File: config.mk
export PLATFORM = sky130hd
export DESIGN_NAME = rau_divider
export DESIGN_NICKNAME = d
export VERILOG_FILES = /design/src/rtl/core/rational_arithmetic_unit_core_macros.svh /design/src/rtl/core/rau_pkg.sv /design/src/rtl/core/rau_divider.sv
export SDC_FILE = /design/constraint.sdc
export NUM_CORES = 1
export LEC_CHECK = 0
export BUFFER_PORTS_ARGS = -buffer_cell sky130_fd_sc_hd__buf_2
export CORE_MARGIN = 10
export CORE_UTILIZATION = 50
export DETAILED_ROUTE_END_ITERATION = 10
export PLACE_DENSITY_LB_ADDON = 0.08
export SYNTH_ARGS = -nofsm -noshare
export SYNTH_HDL_FRONTEND = slang
export SYNTH_SLANG_ARGS = --single-unit
File: constraint.sdc
create_clock -name clk -period 3.9 [get_ports clk]
set_input_delay 0.39 -clock clk [delete_from_list [all_inputs] [get_ports clk]]
set_output_delay 0.39 -clock clk [all_outputs]
set_load 0.1 [all_outputs]
File: src/rtl/core/rational_arithmetic_unit_core_macros.svh
// ----------------------------------------------------------------------------
// Assertion macros for the rational arithmetic unit
// Each macro expands to a labeled concurrent assertion, or to nothing
// when ASSERT_OFF is defined.
// ----------------------------------------------------------------------------
`ifndef RATIONAL_ARITHMETIC_UNIT_CORE_MACROS_SVH
`define RATIONAL_ARITHMETIC_UNIT_CORE_MACROS_SVH
`ifndef ASSERT_OFF
`define RAU_ASSERT_IMP(label, clk, rst_n, ante, cons) \
	label: assert property (@(posedge clk) disable iff (!rst_n) (ante) |-> (cons)) \
		else $error("assertion failed");
`define RAU_ASSERT_NXT(label, clk, rst_n, ante, cons) \
	label: assert property (@(posedge clk) disable iff (!rst_n) (ante) |=> (cons)) \
		else $error("assertion failed");
`else
`define RAU_ASSERT_IMP(label, clk, rst_n, ante, cons)
`define RAU_ASSERT_NXT(label, clk, rst_n, ante, cons)
`endif
`endif

File: src/rtl/core/rau_pkg.sv
// ----------------------------------------------------------------------------
// rau_pkg
// Shared types and constants of the rational arithmetic unit.
// ----------------------------------------------------------------------------
package rau_pkg;
	localparam int WORD_BITS = 32;
	localparam int MAG_W = 64;

	localparam logic [2:0] OP_ADD = 3'd0;
	localparam logic [2:0] OP_SUB = 3'd1;
	localparam logic [2:0] OP_MUL = 3'd2;
	localparam logic [2:0] OP_DIV = 3'd3;
	localparam logic [2:0] OP_CMP = 3'd4;

	localparam logic [1:0] ST_OK = 2'd0;
	localparam logic [1:0] ST_ERR = 2'd1;
	localparam logic [1:0] ST_OVF = 2'd2;

	typedef struct packed {
		logic start;
		logic [MAG_W-1:0] dividend;
		logic [MAG_W-1:0] divisor;
	} div_req_t;

	typedef struct packed {
		logic done;
		logic [MAG_W-1:0] quot;
		logic [MAG_W-1:0] rem;
	} div_rsp_t;
endpackage

File: src/rtl/core/rau_divider.sv
// ----------------------------------------------------------------------------
// rau_divider
// Restoring divider, one quotient bit per cycle, 64-bit unsigned.
// ----------------------------------------------------------------------------
module rau_divider (
	input  logic clk,
	input  logic arst_n,
	input  rau_pkg::div_req_t req,
	output rau_pkg::div_rsp_t rsp
);
	import rau_pkg::*;

	logic [MAG_W-1:0] quo_q;
	logic [MAG_W-1:0] rem_q;
	logic [MAG_W-1:0] dsr_q;
	logic [6:0] cnt_q;
	logic busy_q;
	logic done_q;
	logic [MAG_W:0] trial;

	assign trial = {rem_q, quo_q[MAG_W-1]} - {1'b0, dsr_q};

	always_ff @(posedge clk or negedge arst_n) begin
		if (!arst_n) begin
			busy_q <= 1'b0;
			done_q <= 1'b0;
			cnt_q <= '0;
		end else begin
			done_q <= 1'b0;
			if (req.start) begin
				busy_q <= 1'b1;
				cnt_q <= 7'(MAG_W);
			end else if (busy_q) begin
				cnt_q <= cnt_q - 7'd1;
				if (cnt_q == 7'd1) begin
					busy_q <= 1'b0;
					done_q <= 1'b1;
				end
			end
		end
	end

	always_ff @(posedge clk) begin
		if (req.start) begin
			quo_q <= req.dividend;
			rem_q <= '0;
			dsr_q <= req.divisor;
		end else if (busy_q) begin
			if (!trial[MAG_W]) begin
				rem_q <= trial[MAG_W-1:0];
				quo_q <= {quo_q[MAG_W-2:0], 1'b1};
			end else begin
				rem_q <= {rem_q[MAG_W-2:0], quo_q[MAG_W-1]};
				quo_q <= {quo_q[MAG_W-2:0], 1'b0};
			end
		end
	end

	assign rsp.done = done_q;
	assign rsp.quot = quo_q;
	assign rsp.rem = rem_q;
endmodule

==> flow_summary.json <==
{
  "run_status": "complete, no violations",
  "critPathBufInv": 2,
  "startpoint_type": "flip-flop",
  "p_sw_w": 0.006795,
  "die_x_um": 172.6,
  "criticalPathCategory": "reg2reg",
  "async_flop_share_pct": 4.478,
  "start_util_pct": 51.13,
  "p_per_area_nw_per_um2": 917.4,
  "rsz0062_at_grt": "false",
  "syn_area_sq_um": 11650,
  "r2r_cells": 13,
  "mostFrequentLayoutCell": "buf_2",
  "intPower_w": 0.006201,
  "num_io_pins": 260,
  "seqPwrFrac_pct": 24.8,
  "cpLargestDelayFamily": "simple AND/OR/NAND/NOR gates",
  "numPlacedInstances": 1717,
  "min_from": "req[59]",
  "cp_slowest_cell": "or3_1",
  "yosysWarningCount": 0,
  "routed_wl_um": 32300,
  "finalHoldViolations": 0,
  "ys_types": 71,
  "first_iter_violations": 591,
  "drive_gt1_share_pct": 28.51,
  "final_cells": 1773,
  "overflow": 0,
  "path_clk_slew_ns": 0.06,
  "synth_edf_count": 128,
  "drc": 0,
  "antenna_found_initial": 5,
  "fin_crit_ns": 3.681,
  "dr_total_vias": 9704,
  "fillers": 1952,
  "hp-class": "in2reg",
  "nets": 1639,
  "max_freq_ghz": 0.2716,
  "peakVddDrop_mv": 0.4932,
  "cp.depth": 13,
  "multi_input_area_sq_um": 5769,
  "core_sq_um": 22780,
  "cts_tree": "built",
  "cts_buffers": 24,
  "fin_tns_setup_ns": 0,
  "syn_nets": 1385,
  "slew_violations": 0,
  "power.leakage_nw": 6.293,
  "synth_seq_cells": 201,
  "synth_cells": 1187,
  "r2r-start": "dsr_q[28]$_DFFE_PP_",
  "ys.flop_type": "edfxtp_1",
  "dieArea_sq_um": 29800,
  "critical_path_required_ns": 4.34,
  "drtPass1Iterations": 5,
  "row_count": 55,
  "critPathLaunch": "dsr_q[28]$_DFFE_PP_",
  "layout_common_cells": "258 x buf_2, 128 x edfxtp_1, 127 x nor2_1",
  "relSlewSlack_pct": 44.71,
  "cts_resized": 0,
  "cpPeakStageDelay_ns": 0.42,
  "whs_path_depth": 1,
  "grt_start_max_net_pins": 110,
  "port_buffers": 259,
  "cap_violations": 0,
  "grt_first_pass_wirelength_um": 51620,
  "cts.sinks": 201,
  "switching_share_pct": 52.29,
  "cp-end-kind": "flip-flop",
  "cp_cell_sequence": "inv_1, ha_1, nand4_1, or3_1, or3_1, or3_4, and2_4, or3_4, nand3_2, buf_12, nand2_1, o21a_1, a211oi_1",
  "gp_congestion": 0.8935,
  "grt_pass1_vias": 9643,
  "arrival_ns": 4.12,
  "ant_nets": 0,
  "htreeDepth": 1,
  "place_hpwl_um": 24380,
  "finalSetupViolations": 0,
  "grt_usage_pct": 20.66,
  "path_max_fanout": 45,
  "p_comb_share_pct": 58.1,
  "tightest_slew_ns": 0.8293,
  "syn_area_per_cell_sq_um": 9.811,
  "cts_buffer_depth": 3,
  "finalCritPeriodShare_pct": 94.40,
  "area_growth_pct": 21.64,
  "vias_per_cell": 5.473,
  "wl_per_cell_um": 18.22,
  "fin_skew_ns": 0.01272,
  "clockPowerShare_pct": 17.1,
  "seq_area_sq_um": 5361,
  "root_buffer": "clkbuf_16",
  "synth_seq_area_share_pct": 45.94,
  "hold-worst-slack_ns": 0.03596,
  "fp.dieH_um": 172.6,
  "clk_latency_ns": 0.53
}
[registers in the layout (all words and copies together), names as in the netlist]
| register | flops |
|---|---|
| dsr_q | 64 |
| done_q | 1 |
| quo_q | 64 |
| busy_q | 1 |
| cnt_q | 7 |
| rem_q | 64 |
[power by group through the flow]
stage               logic (W)  clock network, W  registers (W)
detailed placement    0.00743                 0        0.00325
finish                0.00755           0.00222        0.00322
floorplan             0.00327                 0        0.00597
CTS                   0.00746           0.00228        0.00322
global placement      0.00739                 0        0.00324
global route          0.00811           0.00235        0.00329
[cells by family (layout without fill, tap and decap cells)]
family | after synthesis | after routing | synth area share (%)
other | 0 | 1 | 0
multiplexers | 88 | 88 | 8.262
AND/OR/NAND/NOR | 317 | 317 | 12.36
AO/OA/AOI/OAI | 312 | 312 | 16.68
XOR/XNOR | 62 | 62 | 4.663
flip-flops | 201 | 201 | 45.94
adder cells (fa/ha/maj) | 67 | 67 | 7.263
buffers and inverters | 140 | 412 | 4.834
[area by class of cell]
cell class,instances,share of cell area [%]
sequential,201,37.85
clock inverter,9,0.6094
timing repair buffer,289,10.98
clock buffer,35,4.964
multi-input combinational,846,40.73
antenna,1,0.01766
inverter,79,2.093
tap,313,2.765
[routing by layer]
| layer | track usage [%] | wire length, um | vias up |
|---|---|---|---|
| met2 | 33.34 | 14760 | 329 |
| li1 | - | - | 4819 |
| met1 | 26.01 | 13980 | 4506 |
| met5 | 0 | 31 | - |
| met4 | 4.893 | 695 | 4 |
| met3 | 7.144 | 2836 | 46 |
[cells in the mapped netlist (11+ instances only)]
library cell | instances | share of area (%)
nor2_1 | 128 | 4.1
xor2_1 | 35 | 2.6
ha_1 | 66 | 7.1
xnor2_1 | 27 | 2.0
o21ai_0 | 62 | 2.7
nand4_1 | 18 | 0.97
clkbuf_1 | 45 | 1.5
a211oi_1 | 41 | 2.6
a21oi_1 | 113 | 4.9
nor2b_1 | 11 | 0.59
edfxtp_1 | 128 | 33
nor3_1 | 12 | 0.52
mux2_2 | 63 | 6.1
nand2b_1 | 18 | 0.97
a21o_1 | 20 | 1.3
nand2_1 | 86 | 2.8
dfxtp_1 | 64 | 11
inv_1 | 79 | 2.5
mux2i_1 | 23 | 2.0
nand3_1 | 12 | 0.52
[final timing paths]
kind	end	slack (ns)
worst min-delay path	dsr_q[59]$_DFFE_PP_	0.04
worst max register to register	rem_q[31]$_SDFFE_PP0P_	0.22
max in group asynchronous	busy_q$_DFF_PN0_	3.42
worst max-delay path	rem_q[31]$_SDFFE_PP0P_	0.22
worst min register to register	rem_q[21]$_SDFFE_PP0P_	0.49
min in group asynchronous	cnt_q[3]$_DFFE_PN0P_	0.28
[metrics by stage]
stage	util [%]	total power [W]	cell area (sq um)	setup WS, ns
2_1_floorplan	-	0.009245	11700	-0.1248
6_report	62.19	0.01300	14170	0.2186
3_3_place_gp	58.34	0.01064	13290	0.2583
4_1_cts	61.85	0.01295	14090	0.1585
5_1_grt	62.18	0.01376	14160	0.02977
3_5_place_dp	58.34	0.01068	13290	0.1771
[what timing repair did]
item / CTS / global route
hold endpoints to repair: 9 / 0
endpoints found under the setup margin: 0 / 4
setup buffers: 0 / 10
hold buffers: 1 / 0
Note: power is estimated with default switching activity, not from simulation.
